## src/sv/uv_sphere_vertex_generator_top_defines.svh

```systemverilog
// ----------------------------------------------------------------------------
// UV sphere vertex generator assertion macros
// Shared property wrappers clocked on clock and held off during reset.
// ----------------------------------------------------------------------------
`ifndef UV_SPHERE_VERTEX_GENERATOR_TOP_DEFINES_SVH
`define UV_SPHERE_VERTEX_GENERATOR_TOP_DEFINES_SVH

// ante true at an edge requires cons at the same edge
`define UVS_ASSERT_IMPLY(lbl, ante, cons) \
   lbl: assert property (@(posedge clock) disable iff (reset) (ante) |-> (cons)) \
      else $error("uvs implication failed");

// expr must never hold
`define UVS_ASSERT_NEVER(lbl, expr) \
   lbl: assert property (@(posedge clock) disable iff (reset) !(expr)) \
      else $error("uvs forbidden condition seen");

`endif

```

## src/sv/uvs_pkg.sv

```systemverilog
// ----------------------------------------------------------------------------
// UV sphere vertex generator package
// Shared types, register codes and the CORDIC arctangent table.
// ----------------------------------------------------------------------------
package uvs_pkg;

   localparam int DIV_STEPS = 32;
   localparam int XY_W      = 34;
   localparam int Z_W       = 33;

   localparam logic signed [XY_W-1:0] CORDIC_GAIN_INV = 34'sd652032874;
   localparam logic [15:0] U_OFFSET = 16'd2608;
   localparam logic [15:0] V_OFFSET = 16'd5215;

   typedef enum logic [1:0] {
      CSR_RADIUS      = 2'd0,
      CSR_STACK_COUNT = 2'd1,
      CSR_SLICE_COUNT = 2'd2
   } csr_index_type;

   // arctan(2^-k) in units of 2^-32 turn
   localparam logic [31:0] ATAN_TABLE [0:23] = '{
      32'h20000000, 32'h12E4051E, 32'h09FB385B, 32'h051111D4, 32'h028B0D43, 32'h0145D7E1,
      32'h00A2F61E, 32'h00517C55, 32'h0028BE53, 32'h00145F2F, 32'h000A2F98, 32'h000517CC,
      32'h00028BE6, 32'h000145F3, 32'h0000A2FA, 32'h0000517D, 32'h000028BE, 32'h0000145F,
      32'h00000A30, 32'h00000518, 32'h0000028C, 32'h00000146, 32'h000000A3, 32'h00000051
   };

   typedef struct packed {
      logic [7:0]  rem;
      logic [32:0] quo;
   } div_lane_type;

   typedef struct packed {
      logic signed [XY_W-1:0] x;
      logic signed [XY_W-1:0] y;
      logic signed [Z_W-1:0]  z;
      logic [1:0]             quad;
   } cordic_lane_type;

endpackage

```

## src/sv/uvs_cordic_cell.sv

```systemverilog
// ----------------------------------------------------------------------------
// UV sphere CORDIC cell
// One rotation-mode micro-rotation for the theta and phi lanes, registered.
// ----------------------------------------------------------------------------
module uvs_cordic_cell import uvs_pkg::*; #(
   parameter int STEP = 0
) (
   input  logic            clock,
   input  cordic_lane_type lane_a_in,
   input  cordic_lane_type lane_b_in,
   output cordic_lane_type lane_a_out,
   output cordic_lane_type lane_b_out
);

   localparam logic signed [Z_W-1:0] ATAN = signed'({1'b0, ATAN_TABLE[STEP]});

   cordic_lane_type lane_a_ff, lane_b_ff;
   cordic_lane_type next_a_in, next_b_in;

   function automatic cordic_lane_type rotate(cordic_lane_type lane);
      logic signed [XY_W-1:0] dx;
      logic signed [XY_W-1:0] dy;
      cordic_lane_type        res;
      dx = lane.y >>> STEP;
      dy = lane.x >>> STEP;
      res.quad = lane.quad;
      if (!lane.z[Z_W-1]) begin
         res.x = lane.x - dx;
         res.y = lane.y + dy;
         res.z = lane.z - ATAN;
      end else begin
         res.x = lane.x + dx;
         res.y = lane.y - dy;
         res.z = lane.z + ATAN;
      end
      return res;
   endfunction

   always_comb begin
      next_a_in = rotate(lane_a_in);
      next_b_in = rotate(lane_b_in);
   end

   always_ff @(posedge clock) begin
      lane_a_ff <= next_a_in;
      lane_b_ff <= next_b_in;
   end

   assign lane_a_out = lane_a_ff;
   assign lane_b_out = lane_b_ff;

endmodule

```

## config.mk

```make
export PLATFORM = sky130hd
export DESIGN_NAME = uvs_cordic_cell
export DESIGN_NICKNAME = d
export VERILOG_FILES = /design/src/sv/uv_sphere_vertex_generator_top_defines.svh /design/src/sv/uvs_pkg.sv /design/src/sv/uvs_cordic_cell.sv
export SDC_FILE = /design/constraint.sdc
export NUM_CORES = 1
export LEC_CHECK = 0
export BUFFER_PORTS_ARGS = -buffer_cell sky130_fd_sc_hd__buf_4
export CAP_MARGIN = 15
export CORE_AREA = 2 2 185 187
export DETAILED_ROUTE_END_ITERATION = 8
export DIE_AREA = 0 0 187 189
export GPL_TIMING_DRIVEN = 0
export MAX_ROUTING_LAYER = met4
export PLACE_DENSITY = 0.81
export SYNTH_ARGS = -nofsm -noshare
export SYNTH_HDL_FRONTEND = slang
export SYNTH_SLANG_ARGS = --single-unit
```

## constraint.sdc

```tcl
create_clock -name clock -period 2.6 [get_ports clock]
set_input_delay 0.13 -clock clock [delete_from_list [all_inputs] [get_ports clock]]
set_output_delay 0.13 -clock clock [all_outputs]
set_load 0.005 [all_outputs]
```

==> results.md <==
* Share of post-route cells with drive strength above 1 at 23.9%
* Drt pass-1 iters at 6
* CP max FO at 10
* Area growth, synth to finish at 37.2%
* Gr ovfl total at 0
* Post-Synthesis Cell Area at 15600 sq um
* Final Power at about 12000 uW
* CTS tree: built
* Total Wirelength at 62.0 mm
* Slowest CP cell: o211ai_1
* DIE WIDTH at 187 microns
* Leakage Power at between 0.01 and 0.015 uW
* Die H at around 190 microns
* Hold WS at between 20 and 30 ps
* Antenna violations before repair at 0
* Post-synthesis sequential area ratio at a little over a quarter
* Worst Hold Path EP: lane_a_out[70]$_DFF_P_
* Post-place instance area at 19300 sq um
* Detailed placement HPWL at 48.4 mm
* Ys Warns at 0
* PD cells at between 500 and 600 nW/um^2
* Worst Path Buf+Inv at 4
* Setup violators final at 0
* CTS Root Cell: clkbuf_16
* Worst-path clk slew at around 60 ps
* Worst vdd ir at 620 uV
* Crit start category: input pin
* CTS Buf Count at 23
* WL/cell at about 21 microns
* IO Pins at between 400 and 500
* Filler instances at 2913
* Hold Crit Class: input pin to flop
* Cell taking the most area after synthesis: dfxtp_1
* H-tree depth at 1
* Most frequent cell after synthesis: a21oi_1
* GP Congestion at ~0.99
* Port buffer count at 412
* Unrepaired setup endpoints after global routing: true
* Commonest cells post-synth: a21oi_1, inv_1, dfxtp_1
* Vias in the first global route at 16600
* Crit path arrival time at 3020 ps
* Synth top area share at 26.2%
* Final nets at around 2900
* Post-layout min period at around 2600 ps
* Die area at 35300 sq um
* First-pass GRT wire length at just over 90 mm
* Slew Limit Fails at 0
* F_max at 388 MHz
* Tightest Pin Transition at 1170 ps
* GRT Total Usage at 34.3%
* Delay-heaviest family, CP: compound AO/OA/AOI/OAI gates
* Synth area leaders: dfxtp_1, ha_1, a21oi_1
* Diode count at 0
* Crit end category: flop
* Antenna Violating Nets Remaining at 0
* Post-synthesis average cell area at slightly above 8 sq um
* Fin crit share at between 90 and 100%
* Yosys reg bits at between 200 and 250
* CTS max path bufs at 3
* Core area at 33300 sq um
* Uppermost routed layer: met4
* Hold_sp: lane_a_in[70]
* Vias at 16600
* Drt drc at 0
* CTS Sinks at 204
* CP Class: input pin to flop
* Cells after synthesis at just under 2000
* Crit-path cells: buf_4, inv_1, ha_1, clkbuf_2, inv_1, o21a_1, o211ai_1, a211oi_2, a21oi_2, o211ai_1, a31oi_2, o32ai_2, xnor2_1
* Asr flop ratio synth at 0%
* Critical Path RT at between 3000 and 4000 ps
* Worst path max stage delay at ~460 ps
* Max transition margin at 21.8%
* Vias per cell at roughly 5.7
* Distinct cells, synth at 90
* MaxCap Viol Count at 0
* Row cnt at between 60 and 70
* Post-synth EDFFs at 0
* Prevailing post-synth register cell: dfxtp_1
* Cell depth of the worst hold path at 4
* Final hold violation count at 0
* M1 WL at between 20 and 30 mm
* Final Cell Area at between 20000 and 25000 sq um
* Mapped Nets at 2346
* Status: completed
* Met2 wire length at approximately 29 mm
* Iter 0 DRT Violations at between 1000 and 1500
* Largest net degree at the start of global routing at 16
* Initial Utilization at between 40% and 50%
* Met3 wire len at between 4 and 5 mm
## registers in the layout (all words and copies together) (netlist names)
signal	flops
lane_a_out	102
lane_b_out	102
## cell families after synthesis
kind of cell | after synthesis | share of synthesized area [%]
adder cells (fa/ha/maj) | 210 | 17.3
AO/OA/AOI/OAI | 647 | 26.9
XOR/XNOR | 130 | 7.32
AND/OR/NAND/NOR | 401 | 12.8
buffers and inverters | 308 | 7.62
multiplexers | 29 | 1.88
flip-flops | 204 | 26.2
## power breakdown
group          total, uW  internal (uW)  switching (uW)  leakage (uW)
registers           3920           3700             215       0.00172
logic               4650           2140            2520       0.00802
clock network       3510           2060            1450      0.000401
## worst min-delay path: cells and delay by family
kind,cells,cell delay (ps)
adders and majority gates,1,180
and+or+nand+nor,1,50
AOI/OAI and AO/OA,1,50
buffers and inverters,1,120
## worst max-delay path by stage
stage	cells past startpoint	slack, ps	from	to
global route	13	-30	lane_b_in[43]	lane_b_out[66]$_DFF_P_
global placement	12	-1000	lane_a_in[37]	lane_a_out[59]$_DFF_P_
detailed placement	12	-990	lane_a_in[37]	lane_a_out[59]$_DFF_P_
CTS	13	-0.6	lane_b_in[41]	lane_b_out[102]$_DFF_P_
finish	13	20	lane_b_in[45]	lane_b_out[66]$_DFF_P_
floorplan	12	-40	lane_a_in[80]	lane_a_out[101]$_DFF_P_
## cell usage in the layout (no fill, tap or decap), drive strengths merged, types with 14 or more instances in the layout
master / instances
dfxtp: 204
dlygate4sd3: 77
nand2b: 25
inv: 220
a211oi: 26
ha: 202
nand2: 92
o31ai: 23
nand4: 16
clkinv: 14
o21a: 16
o21ai: 118
nor2: 118
o211ai: 22
mux2i: 27
a21oi: 228
buf: 443
nor4: 25
a31oi: 17
nor3: 37
nor2b: 17
nand3: 17
a21o: 61
xnor2: 117
o21bai: 40
clkbuf: 76
## routing by layer
layer	GRT usage [%]	vias up
met5	-	-
met4	15.3	0
met3	4.95	204
met2	57.3	880
met1	41.2	7804
li1	-	7753
## through the flow
step | instances | TNS, ps | setup WS [ps] | util (%)
after floorplan | 1929 | -38.5 | -38.5 | -
after global placement | 2789 | -39940 | -1000 | 58.0
after detailed placement | 2789 | -38930 | -987 | 58.0
after CTS | 2906 | -0.618 | -0.618 | 63.2
after global routing | 2905 | -83.0 | -33.5 | 64.2
final | 2905 | 0 | 23.2 | 64.2
## layout make-up
cell class | count | area (sq um) | area share [%]
multi-input combinational | 1417 | 10800 | 50.5
tap | 448 | 561 | 2.63
sequential | 204 | 4080 | 19.1
inverter | 222 | 845 | 3.96
buffer | 75 | 345 | 1.62
clock buffer | 24 | 579 | 2.71
clock inverter | 18 | 238 | 1.11
timing repair buffer | 497 | 3920 | 18.4
## timing repair
action | CTS | global route
buffers inserted | 1 | 7
gates resized for setup | 29 | 69
endpoints found under the setup margin | 33 | 44
hold endpoints to repair | 79 | 0
hold buffers | 77 | 0
pin swaps | 2 | 19
No activity file was read; power rests on OpenSTA's default activity.
