$ cat src/sv/uv_sphere_vertex_generator_top_defines.svh
// ----------------------------------------------------------------------------
// UV sphere vertex generator assertion macros
// Shared property wrappers clocked on clock and held off during reset.
// ----------------------------------------------------------------------------
`ifndef UV_SPHERE_VERTEX_GENERATOR_TOP_DEFINES_SVH
`define UV_SPHERE_VERTEX_GENERATOR_TOP_DEFINES_SVH

// ante true at an edge requires cons at the same edge
`define UVS_ASSERT_IMPLY(lbl, ante, cons) \
   lbl: assert property (@(posedge clock) disable iff (reset) (ante) |-> (cons)) \
      else $error("uvs implication failed");

// expr must never hold
`define UVS_ASSERT_NEVER(lbl, expr) \
   lbl: assert property (@(posedge clock) disable iff (reset) !(expr)) \
      else $error("uvs forbidden condition seen");

`endif

$ cat src/sv/uvs_pkg.sv
// ----------------------------------------------------------------------------
// UV sphere vertex generator package
// Shared types, register codes and the CORDIC arctangent table.
// ----------------------------------------------------------------------------
package uvs_pkg;

   localparam int DIV_STEPS = 32;
   localparam int XY_W      = 34;
   localparam int Z_W       = 33;

   localparam logic signed [XY_W-1:0] CORDIC_GAIN_INV = 34'sd652032874;
   localparam logic [15:0] U_OFFSET = 16'd2608;
   localparam logic [15:0] V_OFFSET = 16'd5215;

   typedef enum logic [1:0] {
      CSR_RADIUS      = 2'd0,
      CSR_STACK_COUNT = 2'd1,
      CSR_SLICE_COUNT = 2'd2
   } csr_index_type;

   // arctan(2^-k) in units of 2^-32 turn
   localparam logic [31:0] ATAN_TABLE [0:23] = '{
      32'h20000000, 32'h12E4051E, 32'h09FB385B, 32'h051111D4, 32'h028B0D43, 32'h0145D7E1,
      32'h00A2F61E, 32'h00517C55, 32'h0028BE53, 32'h00145F2F, 32'h000A2F98, 32'h000517CC,
      32'h00028BE6, 32'h000145F3, 32'h0000A2FA, 32'h0000517D, 32'h000028BE, 32'h0000145F,
      32'h00000A30, 32'h00000518, 32'h0000028C, 32'h00000146, 32'h000000A3, 32'h00000051
   };

   typedef struct packed {
      logic [7:0]  rem;
      logic [32:0] quo;
   } div_lane_type;

   typedef struct packed {
      logic signed [XY_W-1:0] x;
      logic signed [XY_W-1:0] y;
      logic signed [Z_W-1:0]  z;
      logic [1:0]             quad;
   } cordic_lane_type;

endpackage

$ cat src/sv/uvs_div_cell.sv
// ----------------------------------------------------------------------------
// UV sphere divider cell
// One restoring quotient bit for the theta and phi lanes, registered.
// ----------------------------------------------------------------------------
module uvs_div_cell import uvs_pkg::*; (
   input  logic         clock,
   input  logic [7:0]   divisor_a,
   input  logic [7:0]   divisor_b,
   input  div_lane_type lane_a_in,
   input  div_lane_type lane_b_in,
   output div_lane_type lane_a_out,
   output div_lane_type lane_b_out
);

   div_lane_type lane_a_ff, lane_b_ff;
   div_lane_type next_a_in, next_b_in;

   function automatic div_lane_type div_step(div_lane_type lane, logic [7:0] divisor);
      logic [8:0]   shifted;
      div_lane_type res;
      shifted = {lane.rem, 1'b0};
      if (shifted >= {1'b0, divisor}) begin
         res.rem = 8'(shifted - {1'b0, divisor});
         res.quo = {lane.quo[31:0], 1'b1};
      end else begin
         res.rem = shifted[7:0];
         res.quo = {lane.quo[31:0], 1'b0};
      end
      return res;
   endfunction

   always_comb begin
      next_a_in = div_step(lane_a_in, divisor_a);
      next_b_in = div_step(lane_b_in, divisor_b);
   end

   always_ff @(posedge clock) begin
      lane_a_ff <= next_a_in;
      lane_b_ff <= next_b_in;
   end

   assign lane_a_out = lane_a_ff;
   assign lane_b_out = lane_b_ff;

endmodule

$ cat config.mk
export PLATFORM = sky130hd
export DESIGN_NAME = uvs_div_cell
export DESIGN_NICKNAME = d
export VERILOG_FILES = /design/src/sv/uv_sphere_vertex_generator_top_defines.svh /design/src/sv/uvs_pkg.sv /design/src/sv/uvs_div_cell.sv
export SDC_FILE = /design/constraint.sdc
export NUM_CORES = 1
export LEC_CHECK = 0
export ABC_AREA = 1
export BUFFER_PORTS_ARGS = -buffer_cell sky130_fd_sc_hd__buf_2
export CORE_MARGIN = 3
export CORE_UTILIZATION = 41
export DETAILED_ROUTE_END_ITERATION = 12
export GPL_TIMING_DRIVEN = 1
export PLACE_DENSITY = 0.78
export SLEW_MARGIN = 20
export SYNTH_ARGS = -nofsm -noshare
export SYNTH_HDL_FRONTEND = slang
export SYNTH_SLANG_ARGS = --single-unit
$ cat constraint.sdc
create_clock -name clock -period 1.6 [get_ports clock]
set_clock_uncertainty 0.05 [all_clocks]
set_input_delay 0.08 -clock clock [delete_from_list [all_inputs] [get_ports clock]]
set_output_delay 0.08 -clock clock [all_outputs]
set_load 0.1 [all_outputs]
==> results of run 1 <==
-- area by class of cell --
cell class / instances / area share (%)
timing repair buffer: 262 / 36.0
clock buffer: 10 / 2.85
sequential: 82 / 34.0
tap: 77 / 2.00
multi-input combinational: 163 / 20.3
inverter: 43 / 3.34
clock inverter: 6 / 1.53
-- state kept, by name, summed over array words and instances (netlist names) --
register    flops
lane_b_out     41
lane_a_out     41
-- metal layers --
metal / routed length, µm / vias to the layer above
li1: - / 1442
met1: 3590 / 1300
met2: 5130 / 114
met3: 637 / 22
met4: 296 / 0
met5: 0 / -
-- worst max path at each step --
stage                  start        endpoint  slack [ps]
6_report       lane_a_in[39]  lane_a_out[38]         110
4_1_cts        lane_a_in[39]  lane_a_out[38]          60
2_1_floorplan   divisor_a[1]  lane_a_out[40]         200
3_5_place_dp    divisor_a[1]  lane_a_out[38]          -8
5_1_grt        lane_a_in[39]  lane_a_out[38]          20
3_3_place_gp    divisor_b[1]  lane_b_out[40]          50
-- power groups by stage --
| stage | clock [µW] | combinational [µW] | sequential, µW |
|---|---|---|---|
| finish | 1530 | 2100 | 2250 |
| global route | 1680 | 2200 | 2260 |
| detailed placement | 0 | 1910 | 2290 |
| CTS | 1570 | 2060 | 2240 |
| floorplan | 0 | 343 | 3480 |
| global placement | 0 | 1890 | 2280 |
-- critical path, stage by stage --
cell	delay (ps)
sky130_fd_sc_hd__dlygate4sd3_1	530
sky130_fd_sc_hd__buf_2	140
sky130_fd_sc_hd__ha_4	280
sky130_fd_sc_hd__inv_1	70
sky130_fd_sc_hd__nor3_4	210
sky130_fd_sc_hd__nand2_4	150
sky130_fd_sc_hd__nand2_8	110
sky130_fd_sc_hd__nand2_1	50
sky130_fd_sc_hd__nand2_1	70
-- through the flow --
step                cells  util [%]  hold WS (ps)  TNS (ps)  setup WS [ps]
detailed placement    549      58.9           134     -7.50          -7.50
global placement      549      58.9           132         0           54.2
finish                643      74.7          22.3         0            106
floorplan             290         -          57.7         0            198
CTS                   643      74.2          3.29         0           62.1
global route          643      74.7          35.0         0           20.4
-- cells by family (layout without fill, tap and decap cells) --
family | Yosys count | count (layout) | share of synthesized area, %
AO/OA/AOI/OAI | 12 | 12 | 2.84
XOR/XNOR | 6 | 6 | 1.89
adder cells (fa/ha/maj) | 18 | 18 | 8.64
buffers and inverters | 45 | 321 | 6.62
flip-flops | 82 | 82 | 59.1
AND/OR/NAND/NOR | 127 | 127 | 20.9
-- repair_timing --
item	CTS	global route
endpoints found under the setup margin	0	2
hold buffers	78	0
hold endpoints to repair	78	0
gates resized for setup	0	5
-- cells in the mapped netlist --
master,count
sky130_fd_sc_hd__dfxtp_1,82
sky130_fd_sc_hd__nand2_1,78
sky130_fd_sc_hd__inv_1,41
sky130_fd_sc_hd__nand3_1,26
sky130_fd_sc_hd__ha_1,16
sky130_fd_sc_hd__a21oi_1,9
sky130_fd_sc_hd__nor2_1,8
sky130_fd_sc_hd__nand2_2,4
sky130_fd_sc_hd__nand2_4,4
sky130_fd_sc_hd__nand4_1,4
sky130_fd_sc_hd__xor2_1,4
sky130_fd_sc_hd__a21oi_2,2
sky130_fd_sc_hd__buf_6,2
sky130_fd_sc_hd__clkinv_1,2
sky130_fd_sc_hd__fa_1,2
sky130_fd_sc_hd__xnor2_1,2
sky130_fd_sc_hd__a21oi_4,1
sky130_fd_sc_hd__and3_1,1
sky130_fd_sc_hd__nor2_4,1
sky130_fd_sc_hd__nor3_4,1
==> out/results.md, run 1 <==
| Result | Reported | Unit |
|---|---|---|
| Result of the run | completed | - |
| Clock-pin slew reported for the worst setup and hold paths after clock tree synthesis | 90 | ps |
| Final WL | 9650 | µm |
| VDD IR-drop max | 0.769 | mV |
| Count of TritonRoute iterations in the first routing pass | 4 | - |
| Starting density of the core | 43.0 | % |
| CTS tree | done | - |
| Maximum number of pins on one net before global-route repair | 16 | - |
| Total CTS buffers | 9 | - |
| Transition time at the pin with the least slew margin | 540 | ps |
| CP required | 1820 | ps |
| Switching power summed over all nets | 2400 | µW |
| Placement Cell Area | 0.00380 | mm² |
| Placer's final routability congestion estimate | 0.862 | - |
| Wire length per cell after detailed routing | 15.0 | µm |
| Path class of the lowest-slack min-delay path | in2reg | - |
| Final cell area excluding filler cells | 0.00483 | mm² |
| Number of I/O pins | 181 | - |
| Via-to-Cell Ratio | 4.48 | - |
| Sequential Power Share | 38.2 | % |
| Total power divided by cell area | 1220 | mW/mm² |
| Cell leakage power | 0.00261 | µW |
| Worst Hold Depth | 3 | - |
| Met2 GRT Util | 45.3 | % |
| Footprint of the multi-input gates | 980 | µm² |
| Part of the Yosys area used for sequential elements | 59.1 | % |
| Share of post-route cells with drive strength above 1 | 38.0 | % |
| Fill cells | 452 | - |
| Achievable Freq | 669 | MHz |
| Via count of the first global-routing pass | 2970 | - |
| Tightest slew margin relative to the limit | 64.3 | % |
| Synthesis Warnings | 0 | - |
| Die outline area | 0.00780 | mm² |
| GRT met1 Usage | 26.0 | % |
| Power share of the clock group | 26.1 | % |
| Number of diodes added for antenna fixing | 0 | - |
| Number of antenna violations at the first check in global routing | 0 | - |
| Number of cell rows | 29 | - |
| Proportion of power drawn by combinational gates | 35.7 | % |
| Die outline height | 88.3 | µm |
| Floorplan core area | 0.00646 | mm² |
| Layout Nets | 678 | - |
| Global Route met3 Usage | 4.19 | % |
| Final Max Tran Viols | 0 | - |
| CP Max Fanout | 9 | - |
| Endpoint arrival time on the critical path | 1710 | ps |
| Most frequent standard cell in the layout excluding fill and tap cells | sky130_fd_sc_hd__buf_2 | - |
| HPWL after detailed placement | 6020 | µm |
| Avg Cell Area, Syn | 9.58 | µm² |
| Buffers on Ports | 178 | - |
| Layout area overhead | 73.7 | % |
| Most Crowded Layer GR | met2 | - |
| Kind of start point of the critical path | input port | - |
| # Post-CTS Setup Buffers | 0 | - |
| Final setup viols | 0 | - |
| Wire length of the first global-routing pass | 14200 | µm |
| Cell taking the most area after synthesis | sky130_fd_sc_hd__dfxtp_1 | - |
| Via count of the routed design | 2878 | - |
| Endpoint with the worst hold slack | lane_a_out[33] | - |
| Internal Pwr Total | 3470 | µW |
| Time the final worst path needs with I/O delays and setup | 1490 | ps |
| Fraction of power spent switching nets | 40.9 | % |
| Area share of the leading cell type in the synthesized netlist | 59.1 | % |
| Number of design-rule violations left by the first detailed-router iteration | 39 | - |
| Number of instances in the synthesized netlist | 290 | - |
| Root buffer cell | sky130_fd_sc_hd__clkbuf_8 | - |
| Final Hold Viols | 0 | - |
| Share of the clock period used by the worst path after layout | 93.4 | % |
| Top cells by area in the synthesized netlist | sky130_fd_sc_hd__dfxtp_1 59%, sky130_fd_sc_hd__nand2_1 11%, sky130_fd_sc_hd__ha_1 7.2% | - |
| RSZ-0062 raised after global routing | false | - |
| Critical path endpoint category | flip-flop | - |
| Count of unresolved DRC violations after routing | 0 | - |
| Net count after synthesis | 407 | - |
| Die span in x | 88.3 | µm |
| Clock H-tree levels | 3 | - |
| Flip-flop and latch count after synthesis | 82 | - |
| Leading cell types in the layout, fill and taps excluded | 178 x sky130_fd_sc_hd__buf_2, 82 x sky130_fd_sc_hd__dfxtp_1, 78 x sky130_fd_sc_hd__nand2_1, 78 x sky130_fd_sc_hd__dlygate4sd3_1, 41 x sky130_fd_sc_hd__inv_1 | - |
| Classification of the worst setup path | in2reg | - |
| Aggregate global routing overflow | 0 | - |
| Area taken by flip-flops and latches | 0.00164 | mm² |
| Hold Startpoint | divisor_a[0] | - |
| Unique masters post-synth | 20 | - |
| Sinks on Clock Net | 82 | - |
| Clock tree buffer depth | 2 | - |
| Total power after layout | 5880 | µW |
| Number of routed nets with antenna violations | 0 | - |
| Total standard cell area after synthesis | 0.00278 | mm² |
| Gr usage total | 23.9 | % |
| Max-cap check violation count | 0 | - |
(Power assumes the default switching activity.)
==> run 2, diff against run 1 <==
Clock period 1.6 ns to 1.51 ns, I/O delays scaled along.
==> out/results.md, run 2 (same netlist as run 1, synthesis figures left out) <==
| Result | Reported | Unit |
|---|---|---|
| Share of the clock period used by the worst path after layout | 84.4 | % |
| Total power after layout | 6260 | µW |
| CP Max Fanout | 1 | - |
| Met2 GRT Util | 45.6 | % |
| Starting density of the core | 43.0 | % |
| Placer's final routability congestion estimate | 0.849 | - |
| Classification of the worst setup path | reg2out | - |
| Maximum number of pins on one net before global-route repair | 17 | - |
| Clock H-tree levels | 3 | - |
| Path class of the lowest-slack min-delay path | in2reg | - |
| Time the final worst path needs with I/O delays and setup | 1270 | ps |
| Most frequent standard cell in the layout excluding fill and tap cells | sky130_fd_sc_hd__buf_2 | - |
| Leading cell types in the layout, fill and taps excluded | 177 x sky130_fd_sc_hd__buf_2, 82 x sky130_fd_sc_hd__dfxtp_1, 78 x sky130_fd_sc_hd__nand2_1, 78 x sky130_fd_sc_hd__dlygate4sd3_1, 41 x sky130_fd_sc_hd__inv_1 | - |
| # Post-CTS Setup Buffers | 0 | - |
| Clock-pin slew reported for the worst setup and hold paths after clock tree synthesis | 90 | ps |
| CP required | 1380 | ps |
| Clock tree buffer depth | 2 | - |
| Delay of the slowest critical-path stage | 450 | ps |
| Worst setup margin | 236 | ps |
| RSZ-0062 raised after global routing | false | - |
| GRT met1 Usage | 25.0 | % |
| CTS tree | done | - |
| Layout Nets | 680 | - |
| Number of antenna violations at the first check in global routing | 0 | - |
| Endpoint with the worst hold slack | lane_b_out[33] | - |
| Wire length of the first global-routing pass | 14300 | µm |
| Transition time at the pin with the least slew margin | 543 | ps |
| Achievable Freq | 785 | MHz |
| Layout area overhead | 73.6 | % |
| Final setup viols | 0 | - |
| Final Non-Filler Cells | 645 | - |
| Die span in x | 88.3 | µm |
| Floorplan core area | 0.00646 | mm² |
| Gr usage total | 24.3 | % |
| Cell with the largest stage delay on the worst path | sky130_fd_sc_hd__buf_2 | - |
| HPWL after detailed placement | 6100 | µm |
| Aggregate global routing overflow | 0 | - |
| Buffers on Ports | 178 | - |
| Critical path endpoint category | output port | - |
| Die outline height | 88.3 | µm |
| Max-cap check violation count | 0 | - |
| Number of design-rule violations left by the first detailed-router iteration | 50 | - |
| Hold Worst Slack | 31.6 | ps |
| Root buffer cell | sky130_fd_sc_hd__clkbuf_8 | - |
| Result of the run | completed | - |
| Ordered list of cells on the worst path | buf_2 | - |
| Final Hold Viols | 0 | - |
| Via count of the routed design | 2873 | - |
| Number of cell rows | 29 | - |
| Cell type group with the largest total delay on the critical path | buffers and inverters | - |
| Inst Count DP | 551 | - |
| Sinks on Clock Net | 82 | - |
| Final WL | 9850 | µm |
| Worst Setup Slack post-DPL | -27.7 | ps |
| VDD IR-drop max | 0.683 | mV |
| Tightest slew margin relative to the limit | 64.1 | % |
| Cell leakage power | 0.00263 | µW |
| Total power divided by cell area | 1300 | mW/mm² |
| Endpoint arrival time on the critical path | 1150 | ps |
| Number of routed nets with antenna violations | 0 | - |
| Wire length per cell after detailed routing | 15.3 | µm |
| Die outline area | 0.00780 | mm² |
| Via-to-Cell Ratio | 4.45 | - |
| Buffers plus inverters on the worst setup path | 1 | - |
| Total Neg Setup Slack | 0 | ps |
| Total CTS buffers | 9 | - |
| Count of unresolved DRC violations after routing | 0 | - |
| Global Route met3 Usage | 7.17 | % |
| Hold Startpoint | divisor_b[0] | - |
| Worst Hold Depth | 3 | - |
| Count of TritonRoute iterations in the first routing pass | 4 | - |
| Kind of start point of the critical path | flip-flop | - |
| Share of post-route cells with drive strength above 1 | 37.9 | % |
| Most Crowded Layer GR | met2 | - |
| Number of I/O pins | 181 | - |
| Number of diodes added for antenna fixing | 0 | - |
| Final Max Tran Viols | 0 | - |
| Beginning of the critical path | lane_b_out[38] | - |
| Via count of the first global-routing pass | 2944 | - |
-- run 2: power breakdown --
| group | total, µW | leakage [µW] | internal [µW] | switching (µW) |
|---|---|---|---|---|
| clock | 1660 | 0.000103 | 792 | 866 |
| sequential | 2380 | 0.000692 | 2330 | 50.1 |
| combinational | 2220 | 0.00184 | 517 | 1700 |
-- run 2: through the flow --
step / area (µm²) / utilization [%]
5_1_grt: 4820 / 74.7
4_1_cts: 4820 / 74.6
3_5_place_dp: 3820 / 59.1
3_3_place_gp: 3820 / 59.1
6_report: 4820 / 74.7
2_1_floorplan: 2780 / -
-- run 2: timing repair --
action	in CTS	in global routing
hold buffers	79	0
gates resized for setup	0	3
hold endpoints to repair	79	0
setup endpoints to repair	0	7
-- run 2: worst max path at each step --
| stage | depth (start not counted) | end |
|---|---|---|
| 3_5_place_dp | 9 | lane_a_out[38] |
| 4_1_cts | 9 | lane_a_out[37] |
| 2_1_floorplan | 8 | lane_a_out[40] |
| 6_report | 1 | lane_b_out[38] |
| 5_1_grt | 11 | lane_b_out[39] |
| 3_3_place_gp | 10 | lane_b_out[39] |
-- run 2: final cells by class --
cell class / instances / area [µm²]
Clock inverter: 7 / 88.8
Tap cell: 77 / 96.3
Clock buffer: 9 / 124
Timing Repair Buffer: 264 / 1760
Fill cell: 449 / 1640
Sequential cell: 82 / 1640
Inverter: 43 / 161
Multi-Input combinational cell: 163 / 956
-- run 2: per-layer routing --
metal	vias up	part of all wire [%]
li1	1444	-
met1	1276	37
met2	130	52
met3	23	7.8
met4	0	2.8
met5	-	0
